## config.mk

```make
export PLATFORM = sky130hd
export DESIGN_NAME = slot_admission_fifo_arbiter_top
export DESIGN_NICKNAME = d
export VERILOG_FILES = /design/src/design/safa_pkg.sv /design/src/design/safa_datapath.sv /design/src/design/safa_ctrl.sv /design/src/design/slot_admission_fifo_arbiter_top.sv
export SDC_FILE = /design/constraint.sdc
export NUM_CORES = 1
export LEC_CHECK = 0
export ABC_CLOCK_PERIOD_IN_PS = 7200
export BUFFER_PORTS_ARGS = -buffer_cell sky130_fd_sc_hd__clkbuf_2
export CORE_ASPECT_RATIO = 0.9
export CORE_MARGIN = 2
export CORE_UTILIZATION = 55
export DETAILED_ROUTE_END_ITERATION = 8
export GPL_TIMING_DRIVEN = 0
export PLACE_DENSITY = 0.79
export SYNTH_ARGS = -nofsm -noshare
export SYNTH_HDL_FRONTEND = slang
export SYNTH_HIERARCHICAL = 1
export SYNTH_SLANG_ARGS = --single-unit
```

## constraint.sdc

```tcl
create_clock -name clk -period 7.2 [get_ports clk]
set_input_delay 0.36 -clock clk [delete_from_list [all_inputs] [get_ports clk]]
set_output_delay 0.36 -clock clk [all_outputs]
set_load 0.03 [all_outputs]
```

## src/design/safa_pkg.sv

```systemverilog
`timescale 1ns / 1ps
// ----------------------------------------------------------------------------
// safa_pkg: shared types and constants for the slot admission arbiter
// Result codes, controller states and controller/datapath command structs.
// ----------------------------------------------------------------------------
package safa_pkg;

	localparam int SLOT_COUNT_DEF = 8;
	localparam int WAIT_DEPTH_DEF = 16;
	localparam int ID_WIDTH_DEF   = 8;
	localparam logic [3:0] MAX_SLOTS_RESET = 4'd4;

	typedef enum logic [2:0] {
		KIND_GRANTED     = 3'd0,
		KIND_QUEUED      = 3'd1,
		KIND_DUPLICATE   = 3'd2,
		KIND_WAIT_FULL   = 3'd3,
		KIND_REL_PROMOTE = 3'd4,
		KIND_REL_PLAIN   = 3'd5
	} kind_t;

	localparam logic OP_REQUEST = 1'b0;
	localparam logic OP_RELEASE = 1'b1;

	typedef enum logic [2:0] {
		ST_IDLE,
		ST_SEARCH,
		ST_DECIDE,
		ST_SHIFT,
		ST_PROMOTE,
		ST_OUT
	} state_t;

	typedef struct packed {
		logic load;        // capture the input item
		logic search;      // run the id match against both sets
		logic decide;      // apply request or release removal
		logic shift_step;  // move the wait list one entry toward the head
		logic promote;     // move the head of the wait list into a slot
		logic emit;        // load the output register
	} cmd_t;

	typedef struct packed {
		logic shift_busy;  // compaction still has entries to move
		logic can_promote; // a slot is free under the limit and clients wait
		logic is_release;  // the captured item is a release
	} status_t;

endpackage

```

## src/design/safa_datapath.sv

```systemverilog
`timescale 1ns / 1ps
// ----------------------------------------------------------------------------
// safa_datapath: slot table, wait list and result registers
// Holds the active set and the ordered wait list; compacts the wait list one
// entry per cycle after a removal.
// ----------------------------------------------------------------------------
module safa_datapath
	import safa_pkg::*;
#(
	parameter int SLOT_COUNT = SLOT_COUNT_DEF,
	parameter int WAIT_DEPTH = WAIT_DEPTH_DEF,
	parameter int ID_WIDTH   = ID_WIDTH_DEF
) (
	input  logic                clk,
	input  logic                arst_n,
	input  cmd_t                cmd,
	output status_t             status,
	input  logic [3:0]          max_slots,
	input  logic                in_op,
	input  logic [ID_WIDTH-1:0] in_id,
	output kind_t               res_kind,
	output logic [7:0]          res_target,
	output logic                res_perm,
	output logic [3:0]          res_active,
	output logic [4:0]          res_waiting
);

	localparam int SW = $clog2(SLOT_COUNT + 1);
	localparam int WW = $clog2(WAIT_DEPTH + 1);
	localparam int WI = (WAIT_DEPTH > 1) ? $clog2(WAIT_DEPTH) : 1;
	localparam int SI = (SLOT_COUNT > 1) ? $clog2(SLOT_COUNT) : 1;

	logic [ID_WIDTH-1:0] active_ids_q [SLOT_COUNT];
	logic [SLOT_COUNT-1:0] active_valid_q;
	logic [ID_WIDTH-1:0] wait_ids_q [WAIT_DEPTH];
	logic [WW-1:0] wait_count_q;
	logic op_q;
	logic [ID_WIDTH-1:0] id_q;
	logic [SLOT_COUNT-1:0] act_hit_q;
	logic [WAIT_DEPTH-1:0] wait_hit_q;
	logic [WW-1:0] shift_pos_q;
	logic shift_busy_q;
	kind_t kind_q;
	logic [ID_WIDTH-1:0] target_q;
	logic perm_q;

	logic [SW-1:0] held;
	logic [SW-1:0] limit;
	logic [SI-1:0] free_idx;
	logic [WI-1:0] hit_pos;
	logic any_act_hit, any_wait_hit;

	always_comb begin
		held = '0;
		for (int i = 0; i < SLOT_COUNT; i++) held = held + SW'(active_valid_q[i]);
	end

	always_comb begin
		if ({28'd0, max_slots} > SLOT_COUNT) limit = SW'(SLOT_COUNT);
		else limit = SW'(max_slots);
	end

	always_comb begin
		free_idx = '0;
		for (int i = SLOT_COUNT - 1; i >= 0; i--)
			if (!active_valid_q[i]) free_idx = SI'(i);
	end

	always_comb begin
		hit_pos = '0;
		for (int i = WAIT_DEPTH - 1; i >= 0; i--)
			if (wait_hit_q[i]) hit_pos = WI'(i);
	end

	assign any_act_hit  = |act_hit_q;
	assign any_wait_hit = |wait_hit_q;
	assign status.shift_busy  = shift_busy_q;
	assign status.can_promote = (held < limit) && (wait_count_q != '0);
	assign status.is_release  = (op_q == OP_RELEASE);

	always_ff @(posedge clk or negedge arst_n) begin
		if (!arst_n) begin
			active_valid_q <= '0;
			wait_count_q   <= '0;
			shift_pos_q    <= '0;
			shift_busy_q   <= 1'b0;
		end else begin
			if (cmd.decide) begin
				if (op_q == OP_REQUEST) begin
					if (!any_act_hit && !any_wait_hit) begin
						if (held < limit) begin
							active_valid_q[free_idx] <= 1'b1;
						end else if (wait_count_q < WW'(WAIT_DEPTH)) begin
							wait_count_q <= wait_count_q + 1'b1;
						end
					end
				end else begin
					active_valid_q <= active_valid_q & ~act_hit_q;
					if (any_wait_hit) begin
						shift_pos_q  <= WW'(hit_pos);
						shift_busy_q <= 1'b1;
					end
				end
			end
			if (cmd.shift_step) begin
				if (shift_pos_q + 1'b1 >= wait_count_q) begin
					shift_busy_q <= 1'b0;
					wait_count_q <= wait_count_q - 1'b1;
				end else begin
					shift_pos_q <= shift_pos_q + 1'b1;
				end
			end
			if (cmd.promote) begin
				active_valid_q[free_idx] <= 1'b1;
				if (wait_count_q > 1) begin
					shift_pos_q  <= '0;
					shift_busy_q <= 1'b1;
				end else begin
					wait_count_q <= '0;
				end
			end
		end
	end

	// Payload registers: no reset needed.
	always_ff @(posedge clk) begin
		if (cmd.load) begin
			op_q <= in_op;
			id_q <= in_id;
		end
		if (cmd.search) begin
			for (int i = 0; i < SLOT_COUNT; i++)
				act_hit_q[i] <= active_valid_q[i] && (active_ids_q[i] == id_q);
			for (int i = 0; i < WAIT_DEPTH; i++)
				wait_hit_q[i] <= (WW'(i) < wait_count_q) && (wait_ids_q[i] == id_q);
		end
		if (cmd.decide) begin
			target_q <= id_q;
			perm_q   <= 1'b0;
			if (op_q == OP_REQUEST) begin
				if (any_act_hit || any_wait_hit) begin
					kind_q <= KIND_DUPLICATE;
				end else if (held < limit) begin
					active_ids_q[free_idx] <= id_q;
					kind_q <= KIND_GRANTED;
					perm_q <= 1'b1;
				end else if (wait_count_q < WW'(WAIT_DEPTH)) begin
					wait_ids_q[wait_count_q[WI-1:0]] <= id_q;
					kind_q <= KIND_QUEUED;
				end else begin
					kind_q <= KIND_WAIT_FULL;
				end
			end else begin
				kind_q <= KIND_REL_PLAIN;
			end
		end
		if (cmd.shift_step && (shift_pos_q + 1'b1 < wait_count_q))
			wait_ids_q[shift_pos_q[WI-1:0]] <= wait_ids_q[shift_pos_q[WI-1:0] + 1'b1];
		if (cmd.promote) begin
			active_ids_q[free_idx] <= wait_ids_q[0];
			target_q <= wait_ids_q[0];
			kind_q   <= KIND_REL_PROMOTE;
			perm_q   <= 1'b1;
		end
		if (cmd.emit) begin
			res_kind    <= kind_q;
			res_target  <= 8'(target_q);
			res_perm    <= perm_q;
			res_active  <= 4'(held);
			res_waiting <= 5'(wait_count_q);
		end
	end

endmodule

```

## src/design/safa_ctrl.sv

```systemverilog
`timescale 1ns / 1ps
// ----------------------------------------------------------------------------
// safa_ctrl: sequencing of one item through the datapath
// Accepts an item, searches, decides, compacts, promotes, then offers the
// result; the next item is taken while the result register still waits.
// ----------------------------------------------------------------------------
module safa_ctrl
	import safa_pkg::*;
(
	input  logic    clk,
	input  logic    arst_n,
	input  logic    in_valid,
	output logic    in_ready,
	output logic    out_valid,
	input  logic    out_ready,
	output cmd_t    cmd,
	input  status_t status
);

	state_t state_q, state_d;
	logic   out_valid_q;
	logic   phase_q; // 0: compaction after removal, 1: after promotion

	assign out_valid = out_valid_q;
	assign in_ready  = (state_q == ST_IDLE);

	always_ff @(posedge clk or negedge arst_n) begin
		if (!arst_n) begin
			state_q     <= ST_IDLE;
			out_valid_q <= 1'b0;
		end else begin
			state_q <= state_d;
			if (cmd.emit) out_valid_q <= 1'b1;
			else if (out_ready) out_valid_q <= 1'b0;
		end
	end

	always_ff @(posedge clk or negedge arst_n) begin
		if (!arst_n) begin
			phase_q <= 1'b0;
		end else begin
			if (cmd.decide) phase_q <= 1'b0;
			if (cmd.promote) phase_q <= 1'b1;
		end
	end

	always_comb begin
		state_d = state_q;
		cmd     = '0;
		unique case (state_q)
			ST_IDLE: begin
				if (in_valid) begin
					cmd.load = 1'b1;
					state_d  = ST_SEARCH;
				end
			end
			ST_SEARCH: begin
				cmd.search = 1'b1;
				state_d    = ST_DECIDE;
			end
			ST_DECIDE: begin
				cmd.decide = 1'b1;
				state_d    = ST_SHIFT;
			end
			ST_SHIFT: begin
				// Only a release may promote a waiting client.
				if (status.shift_busy) begin
					cmd.shift_step = 1'b1;
				end else if (!phase_q && status.can_promote && status.is_release) begin
					state_d = ST_PROMOTE;
				end else begin
					state_d = ST_OUT;
				end
			end
			ST_PROMOTE: begin
				cmd.promote = 1'b1;
				state_d     = ST_SHIFT;
			end
			ST_OUT: begin
				if (!out_valid_q || out_ready) begin
					cmd.emit = 1'b1;
					state_d  = ST_IDLE;
				end
			end
			default: state_d = ST_IDLE;
		endcase
	end

endmodule

```

## src/design/slot_admission_fifo_arbiter_top.sv

```systemverilog
`timescale 1ns / 1ps
// ----------------------------------------------------------------------------
// slot_admission_fifo_arbiter_top: slot admission with a FIFO wait list
// Grants up to max_slots clients a slot, queues the rest in arrival order.
// ----------------------------------------------------------------------------
// An item is accepted only while the controller is idle. It then passes
// through the search, decide and shift states to the output state, which
// loads its result into the output register and returns to idle, where the
// next item can be accepted. Removing a waiting client makes the wait list
// compact from it to the tail, one entry per cycle. A promotion moves the
// head of the wait list into a slot and, when more than one waits, compacts
// the rest. The result sits in an output register, so the next item is
// accepted while it waits; a newer result is held back until the old one is
// taken. A request is checked against both the slot holders and the wait
// list, and a match returns duplicate-ignored.
module slot_admission_fifo_arbiter_top
	import safa_pkg::*;
#(
	parameter int SLOT_COUNT = SLOT_COUNT_DEF,
	parameter int WAIT_DEPTH = WAIT_DEPTH_DEF,
	parameter int ID_WIDTH   = ID_WIDTH_DEF
) (
	input  logic        clk,
	input  logic        arst_n,
	input  logic        cfg_valid,
	output logic        cfg_ready,
	input  logic [3:0]  cfg_data,
	input  logic        s_tvalid,
	output logic        s_tready,
	input  logic [15:0] s_tdata,  // [0] operation, [8:1] client_id, rest zero
	output logic        m_tvalid,
	input  logic        m_tready,
	output logic [23:0] m_tdata   // [2:0] result_kind, [10:3] target_id,
	                              // [11] permission, [15:12] active_count,
	                              // [20:16] waiting_count, rest zero
);

	cmd_t    cmd;
	status_t status;
	logic [3:0] max_slots_q;
	kind_t res_kind;
	logic [7:0] res_target;
	logic res_perm;
	logic [3:0] res_active;
	logic [4:0] res_waiting;

	assign cfg_ready = 1'b1;
	always_ff @(posedge clk or negedge arst_n) begin
		if (!arst_n) max_slots_q <= MAX_SLOTS_RESET;
		else if (cfg_valid && cfg_ready) max_slots_q <= cfg_data;
	end

	safa_ctrl u_ctrl (
		.clk, .arst_n,
		.in_valid(s_tvalid), .in_ready(s_tready),
		.out_valid(m_tvalid), .out_ready(m_tready),
		.cmd, .status
	);

	safa_datapath #(
		.SLOT_COUNT(SLOT_COUNT), .WAIT_DEPTH(WAIT_DEPTH), .ID_WIDTH(ID_WIDTH)
	) u_dp (
		.clk, .arst_n, .cmd, .status,
		.max_slots(max_slots_q),
		.in_op(s_tdata[0]),
		.in_id(s_tdata[ID_WIDTH:1]),
		.res_kind, .res_target, .res_perm, .res_active, .res_waiting
	);

	assign m_tdata = {3'd0, res_waiting, res_active, res_perm, res_target, res_kind};

endmodule

```

# Word-level counts from Yosys, hierarchy flattened
# Memories as Yosys holds them, arrays and structs flattened.
# Index checks and enable logic that the tools add are counted.
# Widths: inputs -> output; s select.
# word_totals
reg_bits	94
latchBits	0
ramBits	192
mem_bits_ro	0
in_bits	25
elab_cells	237
memories	2
# op_classes
n_addsub	11
n_mul	0
div_mod_pow	0
n_lt_le_gt_ge	24
n_eq_ne	32
n_shift	0
muxes	98
n_bitwise	5
n_reduce_logical	45
# mem_list
name	depth	width	read_ports	rd_clocked_by_memory_dff	write_ports	line_no	source
u_dp.wait_ids_q	16	8	17	0	1	safa_datapath.sv:35	logic [ID_WIDTH-1:0] wait_ids_q [WAIT_DEPTH];
u_dp.active_ids_q	8	8	8	0	1	safa_datapath.sv:33	logic [ID_WIDTH-1:0] active_ids_q [SLOT_COUNT];
# op_table
op	n
$eq 8x8->1	24
$mux 5	16
$mux 4	18
$mux 8	9
$mux 3	14
$lt 4x5->1 const A	8
$mux 1	38
$logic_and 1x1->1	30
$add 4x1->4	6
$lt 3x5->1 const A	4
$or 8x8->8	2
$reduce_or 16->1	1
$reduce_or 8->1	2
$pmux 3 s5	1
$add 5x1->5 const B	2
$lt 1x5->1 const A	2
$lt 2x5->1 const A	2
$and 8x8->8	1
$not 8->8	1
$eq 3x2->1 const B	2
$eq 3x3->1 const B	2
$ge 5x5->1	1
$gt 5x1->1 const B	1
$lt 5x5->1	1
other kinds (21)	27

# Longest topological paths before layout
# Gate-level depths: netlist of run 1.
# depth
ltp_word	23
ltp_mapped	17

# By module
# Netlist of run 1, hierarchy kept.
# modules_own_cells
module	n_inst	cells_each	area_each_um2	seq_area_each_um2
safa_datapath	1	1140	14744.1	8182.8
safa_ctrl	1	33	300.3	125.1
slot_admission_fifo_arbiter_top	1	15	191.4	101.3

# Worst setup path after synthesis of run 1
# No wires, ideal clock.
# synth_path
path_type	reg2reg
start	register u_dp.active_valid_q[0]
end	memory u_dp/active_ids_q[5][0] (netlist name) (enable)
setup_ns	0.386
t_arrival_ns	4.549
slack_ns	2.265
stages_incl_launch_ff	16
n_path_buf	0
period_less_slack_ns	4.935
path_cell_list	dfrtp_1 > inv_1 > fa_1 > fa_1 > fa_1 > inv_1 > ha_1 > inv_1 > fa_1 > inv_1 > ha_1 > or4b_2 > o211ai_1 > a21o_1 > a21oi_1 > nor3_1
# synth_between
elab_chain_len	14
word_cells_on_any_way	15
classes_between	7 x add/sub; 1 x order compare; 6 x mux; 1 x bitwise
# synth_lines
item	line_no	source
from (decl)	safa_datapath.sv:34	logic [SLOT_COUNT-1:0] active_valid_q;
from (signal assigned)	safa_datapath.sv:98	active_valid_q <= active_valid_q & ~act_hit_q;
$add 1x1->2	safa_datapath.sv:55	for (int i = 0; i < SLOT_COUNT; i++) held = held + SW'(active_valid_q[i]);
$add 4x1->4 (6 in a row)	safa_datapath.sv:55	
via u_dp.held[1]	safa_datapath.sv:47	logic [SW-1:0] held;
$lt 4x4->1	safa_datapath.sv:143	end else if (held < limit) begin
$mux 1	safa_datapath.sv:143	
$mux 1	safa_datapath.sv:141	if (any_act_hit || any_wait_hit) begin
$mux 1	safa_datapath.sv:140	if (op_q == OP_REQUEST) begin
$mux 1	safa_datapath.sv:137	if (cmd.decide) begin
$mux 1 (not written as such)	safa_datapath.sv:144	active_ids_q[free_idx] <= id_q;
$or 1x1->1 (no source line)	--	
to (decl)	safa_datapath.sv:33	
# The timed path passes the listed nets, and every way through them passes these cells.

# Worst setup path after layout of run 1
# layout_path
start	register u_dp.active_valid_q[0]
end	memory u_dp/wait_ids_q[11][1] (netlist name) (enable)
# layout_between
elab_chain_len	14
# layout_lines
item	line_no	source
$add 1x1->2	safa_datapath.sv:55	
$add 4x1->4 (6 in a row)	safa_datapath.sv:55	
via u_dp.held[1]	safa_datapath.sv:47	
$lt 4x4->1	safa_datapath.sv:143	
$mux 1	safa_datapath.sv:143	
$mux 1	safa_datapath.sv:141	
$mux 1	safa_datapath.sv:140	
$mux 1	safa_datapath.sv:137	
$mux 1 (not written as such)	safa_datapath.sv:148	wait_ids_q[wait_count_q[WI-1:0]] <= id_q;
$mux 1 (no source line)	--	
to (decl)	safa_datapath.sv:35	
# The timed path passes the listed nets, and every way through them passes these cells.

==> impl_metrics.toml, run 1 <==
[critical_path]
startpoint_type = "flop"
path_cells = "inv_1, fa_1, fa_1, fa_1, inv_1, ha_1, inv_1, fa_1, inv_1, ha_1, or4b_2, o211ai_1, a21oi_1, nand4_1, o21ai_0"
end_kind = "flop"
required_ns = 7.37
crit_slowest_cell = "o21ai_0"
rrSetupSlack_ns = 1.19
cp_data_arrival_time_ns = 6.18
reg2reg_to = "u_dp/wait_ids_q[11][1]$_DFFE_PP_"
cp_max_fo = 8
worstSetupEndpoint = "u_dp/wait_ids_q[11][1]$_DFFE_PP_"
crit_path_start = "u_dp/active_valid_q[0]$_DFF_PN0_"
critPathKind = "reg -> reg"
cpPeakStageDelay_ns = 1.28
ff2ff_path_depth = 15
reg2reg_from = "u_dp/active_valid_q[0]$_DFF_PN0_"

[pwr]
power_frac_clock_pct = 27.6
seqPwrFrac_pct = 35.3
irDropWorstVdd_mv = 0.313
power_density_nw_per_um2 = 362
pwr-share-comb_pct = 37.1
net-switching-power_mw = 2.35
p_int_mw = 3.84
cellLeakagePower_nw = 5.79
total_power_mw = 6.20
swShare_pct = 38.0

[routing]
drtAntennaViolNets = 0
drc = 0
drt-initial-drc-count = 1523
drtPass1Iterations = 7
vias = 10807
via_per_inst = 6.54
post_drt_wl_per_cell_um = 27.0
routed_wl_mm = 44.6

[floorplanning]
start_util_pct = 56.2
num_io_pins = 52
coreArea_um2 = 27100
die_x_um = 179
rows = 57
dieArea_um2 = 29100
die_y_um = 162

[clock_tree]
cts_tree = "yes"
insertion_delay_ns = 0.56
clockBufferDepth = 3
cts_max_level = 1
clkSinkCount = 286
clk_pin_slew_ns = 0.06
post_cts_buffers = 0
cts_root_buf = "clkbuf_16"
cts-buffers-inserted = 30

[synthesis]
ys.flop_type = "edfxtp_1"
syn_avg_cell_area_um2 = 12.8
async_reset_ff_share_pct = 9.79
postSynthCellCount = 1188
ys_seq_area_share_pct = 55.2
synth.distinct_cells = 62
synth_edf_count = 254
netlist_area_um2 = 15200
ys_ff_latch = 286
yosysWarnings = 6

[grt]
use_met2_pct = 45.5
use_met1_pct = 42.3
grt_overflow = 0
grt_first_pass_wirelength_mm = 66.1
grt_max_degree = 29
use_met3_pct = 7.91
busiest_layer = "met2"
grt_pass1_vias = 10617
antenna_found_initial = 0
grt_usage_pct = 30.5

[sta]
tightest_slew_ns = 1.35
slew_headroom_pct = 9.03
finalSetupViolCount = 0
period_share_pct = 83.5
drv_slew = 0
holdWs_ns = 0.0398
max_freq_mhz = 166
setup_tns_ns = 0
fin_worst_skew_ns = 0.0140
rsz0062_at_grt = "false"
hold_viol_final = 0
min_period_ns = 6.01

[finish]
nets = 1325
area_growth_pct = 12.4
diodes = 0
drive_gt1_share_pct = 20.5
nFillCells = 2021

[min_path]
hold_class = "in -> reg"

[run]
max_cap_violations = 0

[place]
place_hpwl_mm = 31.3
place.gp.congestion = 1.00
port_buffers = 40

[status]
status = "finished clean"
## worst min-delay path by stage
stage	from	end	slack (ns)	cells past startpoint
2_1_floorplan	arst_n	max_slots_q[0]$_DFFE_PN0P_	0.06	0
3_3_place_gp	u_dp/target_q[3]$_DFFE_PP_	u_dp/res_target[3]$_DFFE_PP_	0.40	0
3_5_place_dp	u_dp/target_q[1]$_DFFE_PP_	u_dp/res_target[1]$_DFFE_PP_	0.40	0
4_1_cts	cfg_data[2]	max_slots_q[2]$_DFFE_PN1P_	0.03	2
5_1_grt	cfg_data[0]	max_slots_q[0]$_DFFE_PN0P_	0.04	2
6_report	cfg_data[2]	max_slots_q[2]$_DFFE_PN1P_	0.04	2
## logic make-up (layout without fill, tap and decap cells)
family | count (synthesis) | after routing | share of synthesized area (%)
flip-flops | 286 | 286 | 55.2
AND/OR/NAND/NOR | 271 | 271 | 9.04
XOR/XNOR | 197 | 197 | 11.3
AO/OA/AOI/OAI | 151 | 151 | 5.94
multiplexers | 150 | 150 | 13.4
buffers and inverters | 107 | 216 | 2.91
adder cells (fa/ha/maj) | 24 | 24 | 2.17
other | 2 | 4 | 0.0493
## layer usage
metal  routed length [um]  up-vias
li1                     -     4549
met1                17000     5285
met2                19300      816
met3                 5980      157
met4                 2250        0
met5                    0        -
## critical path: cells and delay by family (launching register included)
family,cells,cell delay [ns]
buffers and inverters,4,0.34
AOI/OAI and AO/OA,3,1.84
DFF,1,0.40
adders and majority gates,6,2.24
and+or+nand+nor,2,0.80
## synthesized netlist by cell type, types with 4 or more instances
cell      number  area (um^2)
nand2b_1       8         50.1
nand4_1       38          238
a31oi_1        7         43.8
edfxtp_1     254         7630
dfxtp_1        4         80.1
nor2b_1       10         62.6
mux2i_1        9         90.1
a21oi_1       26          130
inv_1         26         97.6
o22ai_1        4         25.0
a21o_1         4         30.0
buf_1         20         75.1
a211oi_1      10         75.1
buf_4          7         52.6
o31ai_1        5         37.5
mux2_2       109         1230
mux4_2        32          721
nor3_1        15         75.1
xnor2_1      160         1400
clkbuf_1      44          165
nand2_1       94          353
buf_2          6         30.0
xor2_1        37          324
or4_1          5         37.5
ha_1          20          250
o21bai_1       9         67.6
nor2_1        31          116
nor4_1        17          106
fa_1           4         80.1
and2_1         5         31.3
dfrtp_1       27          676
and3_1         5         31.3
o21ai_0       69          345
nand3_1       27          135
## cell type report
cell class / count / area, um^2 / area share [%]
Sequential cell: 286 / 8410 / 49.1
Multi-Input combinational cell: 797 / 6400 / 37.4
Clock buffer: 34 / 787 / 4.59
Tap cell: 354 / 443 / 2.59
Timing Repair Buffer: 54 / 345 / 2.02
Buffer: 78 / 334 / 1.95
Clock inverter: 21 / 299 / 1.75
Inverter: 29 / 109 / 0.635
## stage by stage
step / cell area, um^2 / utilization [%] / std cells / setup WS [ns]
final: 17100 / 63.2 / 1653 / 1.19
after global routing: 17100 / 63.2 / 1653 / 0.955
after CTS: 17100 / 63.2 / 1652 / 1.38
after detailed placement: 15900 / 58.8 / 1587 / 1.42
after global placement: 15900 / 58.6 / 1584 / 1.44
after floorplan: 15200 / - / 1190 / 2.27
## placed cells by master, fill, tap and decap left out, types with 5 or more instances in the layout
| cell | instances |
|---|---|
| clkbuf_1 | 47 |
| o31ai_1 | 5 |
| a21oi_1 | 26 |
| clkinv_2 | 5 |
| nor3_1 | 14 |
| buf_2 | 6 |
| bufinv_16 | 7 |
| ha_1 | 20 |
| nand3_1 | 27 |
| o21bai_1 | 9 |
| buf_1 | 20 |
| clkbuf_16 | 31 |
| nor2_1 | 30 |
| dlygate4sd3_1 | 10 |
| dfrtp_1 | 27 |
| o21ai_0 | 67 |
| nor4_1 | 17 |
| clkbuf_2 | 40 |
| nor2b_1 | 10 |
| xnor2_1 | 160 |
| xor2_1 | 37 |
| or4_1 | 5 |
| and2_1 | 5 |
| a211oi_1 | 10 |
| nand2b_1 | 8 |
| buf_4 | 7 |
| mux4_2 | 32 |
| a31oi_1 | 7 |
| nand2_1 | 94 |
| edfxtp_1 | 254 |
| mux2_2 | 109 |
| inv_1 | 26 |
| nand4_1 | 38 |
| and3_1 | 5 |
| mux2i_1 | 9 |
## state kept, by name, indices dropped and copies added, names as in the netlist
| name | cells |
|---|---|
| max_slots_q | 4 |
| u_ctrl/out_valid | 1 |
| u_ctrl/phase_q | 1 |
| u_ctrl/state_q | 3 |
| u_dp/act_hit_q | 8 |
| u_dp/active_ids_q | 64 |
| u_dp/active_valid_q | 8 |
| u_dp/id_q | 8 |
| u_dp/kind_q | 3 |
| u_dp/op_q | 1 |
| u_dp/perm_q | 1 |
| u_dp/res_active | 4 |
| u_dp/res_kind | 3 |
| u_dp/res_perm | 1 |
| u_dp/res_target | 8 |
| u_dp/res_waiting | 5 |
| u_dp/shift_busy_q | 1 |
| u_dp/shift_pos_q | 5 |
| u_dp/target_q | 8 |
| u_dp/wait_count_q | 5 |
| u_dp/wait_hit_q | 16 |
| u_dp/wait_ids_q | 128 |
## power by group through the flow
stage	Clock [mW]	Combinational [mW]	Sequential (mW)
3_5_place_dp	0	2.21	2.22
4_1_cts	1.72	2.22	2.19
5_1_grt	1.79	2.41	2.21
6_report	1.71	2.30	2.19
3_3_place_gp	0	2.15	2.22
2_1_floorplan	0	1.44	2.20
## repair_timing
item,CTS,global route
gates resized for setup,0,0
hold buffers,10,0
endpoints found under the hold margin,36,0
No activity file was read; power rests on OpenSTA's default activity.
==> run 2, diff against run 1 <==
Settings changed: ABC_CLOCK_PERIOD_IN_PS 7200 to 5400, PLACE_DENSITY 0.79 to 0.82.
Clock period 7.2 ns to 5.4 ns, I/O delays scaled along.
==> impl_metrics.toml, run 2 (synthesis results as in run 1) <==
[critical_path]
cp_data_arrival_time_ns = 5.56
ff2ff_path_depth = 15
path_cells = "inv_1, fa_1, fa_1, fa_1, inv_1, ha_1, inv_1, fa_1, inv_1, ha_1, or4b_2, o211ai_1, a2111oi_2, nand2_1, o21ai_2"
cp_max_fo = 8
cpPeakStageDelay_ns = 0.65
reg2reg_to = "u_dp/wait_ids_q[0][4]$_DFFE_PP_"
critPathKind = "reg -> reg"
reg2reg_from = "u_dp/active_valid_q[0]$_DFF_PN0_"
rrSetupSlack_ns = 0.03
end_kind = "flop"
required_ns = 5.60
startpoint_type = "flop"
crit_slowest_cell = "a2111oi_2"
crit_path_start = "u_dp/active_valid_q[0]$_DFF_PN0_"

[place]
port_buffers = 40
place_inst = 1587
place.gp.congestion = 1.07
pre_cts_slack_ns = -0.378
dpl-instance-area_um2 = 15900
place_hpwl_mm = 31.6

[clock_tree]
cts-buffers-inserted = 30
clockBufferDepth = 3
clk_pin_slew_ns = 0.06
cts_root_buf = "clkbuf_16"
cts_max_level = 1
clkSinkCount = 286
insertion_delay_ns = 0.57
cts_tree = "yes"

[finish]
area_growth_pct = 13.6
stdcell_area_um2 = 17300
diodes = 0
final_core_util_pct = 63.9
nets = 1330
largest_reg_flops = 128
layout_commonest_cell = "edfxtp_1"
drive_gt1_share_pct = 22.3
final_cell_mix = "edfxtp_1 (254), xnor2_1 (159), mux2_2 (109), nand2_1 (94), o21ai_0 (53)"
instances_no_fill = 1656

[sta]
setup_ws_ns = 0.0313
drv_slew = 0
finalSetupViolCount = 0
min_period_ns = 5.37
hold_viol_final = 0
setup_tns_ns = 0
slew_headroom_pct = 10.9
period_share_pct = 99.4
max_freq_mhz = 186
tightest_slew_ns = 1.32
holdWs_ns = 0.0242
rsz0062_at_grt = "true"
fin_worst_skew_ns = 0.0214

[pwr]
irDropWorstVdd_mv = 0.348
total_power_mw = 8.16
cellLeakagePower_nw = 5.87
power_density_nw_per_um2 = 471

[floorplanning]
num_io_pins = 52
start_util_pct = 56.2
coreArea_um2 = 27100
die_y_um = 162
die_x_um = 179
rows = 57
dieArea_um2 = 29100

[grt]
grt_overflow = 0
grt_first_pass_wirelength_mm = 65.7
grt_max_degree = 29
grt_pass1_vias = 10587
grt_usage_pct = 30.5
antenna_found_initial = 2

[routing]
drc = 0
post_drt_wl_per_cell_um = 27.3
routed_wl_mm = 45.3
vias = 10958
drtAntennaViolNets = 0
drt-initial-drc-count = 1624
via_per_inst = 6.62
drtPass1Iterations = 7

[min_path]
min_path_cells = 3
min_from = "m_tready"
whs_endpoint = "u_ctrl/out_valid$_DFFE_PN0P_"
hold_class = "in -> reg"

[run]
max_cap_violations = 0

[status]
status = "finished clean"
-- run 2: cell types whose count changed in the layout (fill, tap and decap cells not counted), moves of 4 or more --
cell / change
o21ai_2: +7
o21ai_0: -14
dlygate4sd3_1: +4
o21ai_4: +9
clkinvlp_4: -4
nor2_1: -6
bufinv_16: -6
nor2_4: +6
-- run 2: timing repair --
action,4_1_cts,5_1_grt
hold endpoints to repair,40,0
cloned,0,0
hold buffers,14,0
pin swaps,0,7
buffers inserted,0,3
gates resized for setup,28,33
endpoints found under the setup margin,194,186
-- run 2: worst max-delay path by stage --
stage,to,slack (ns),cells past startpoint
finish,u_dp/wait_ids_q[0][4]$_DFFE_PP_,0.03,15
global route,u_dp/wait_ids_q[13][1]$_DFFE_PP_,-0.10,14
CTS,u_dp/wait_ids_q[15][5]$_DFFE_PP_,-0.26,15
detailed placement,u_dp/wait_ids_q[9][0]$_DFFE_PP_,-0.38,14
global placement,u_dp/wait_ids_q[9][0]$_DFFE_PP_,-0.25,14
floorplan,u_dp/active_ids_q[5][0]$_DFFE_PP_,0.47,15
-- run 2: cell type report --
cell class	instances	area, um^2
clock buffer	38	875
timing repair buffer	60	425
fill	1963	9800
multi-input combinational	797	6610
inverter	29	109
clock inverter	15	101
sequential	286	8410
tap	354	443
buffer	77	330
-- run 2: metal layers --
metal	track usage [%]	routed length (um)	vias to the layer above
met2	47.7	20000	912
met3	7.24	6490	153
li1	-	-	4564
met1	41.8	16600	5327
met5	0	13	-
met4	11.9	2160	2
-- run 2: critical path, delay by kind of cell (launching register included) --
kind	cells	cell delay, ns
flops	1	0.39
fa+ha+maj	6	2.27
compound gates	3	1.34
buf+inv	4	0.35
simple gates	2	0.64
-- run 2: power by group --
part | switching [mW] | internal [mW]
registers | 0.180 | 2.75
logic | 2.19 | 1.00
clock network | 0.850 | 1.18
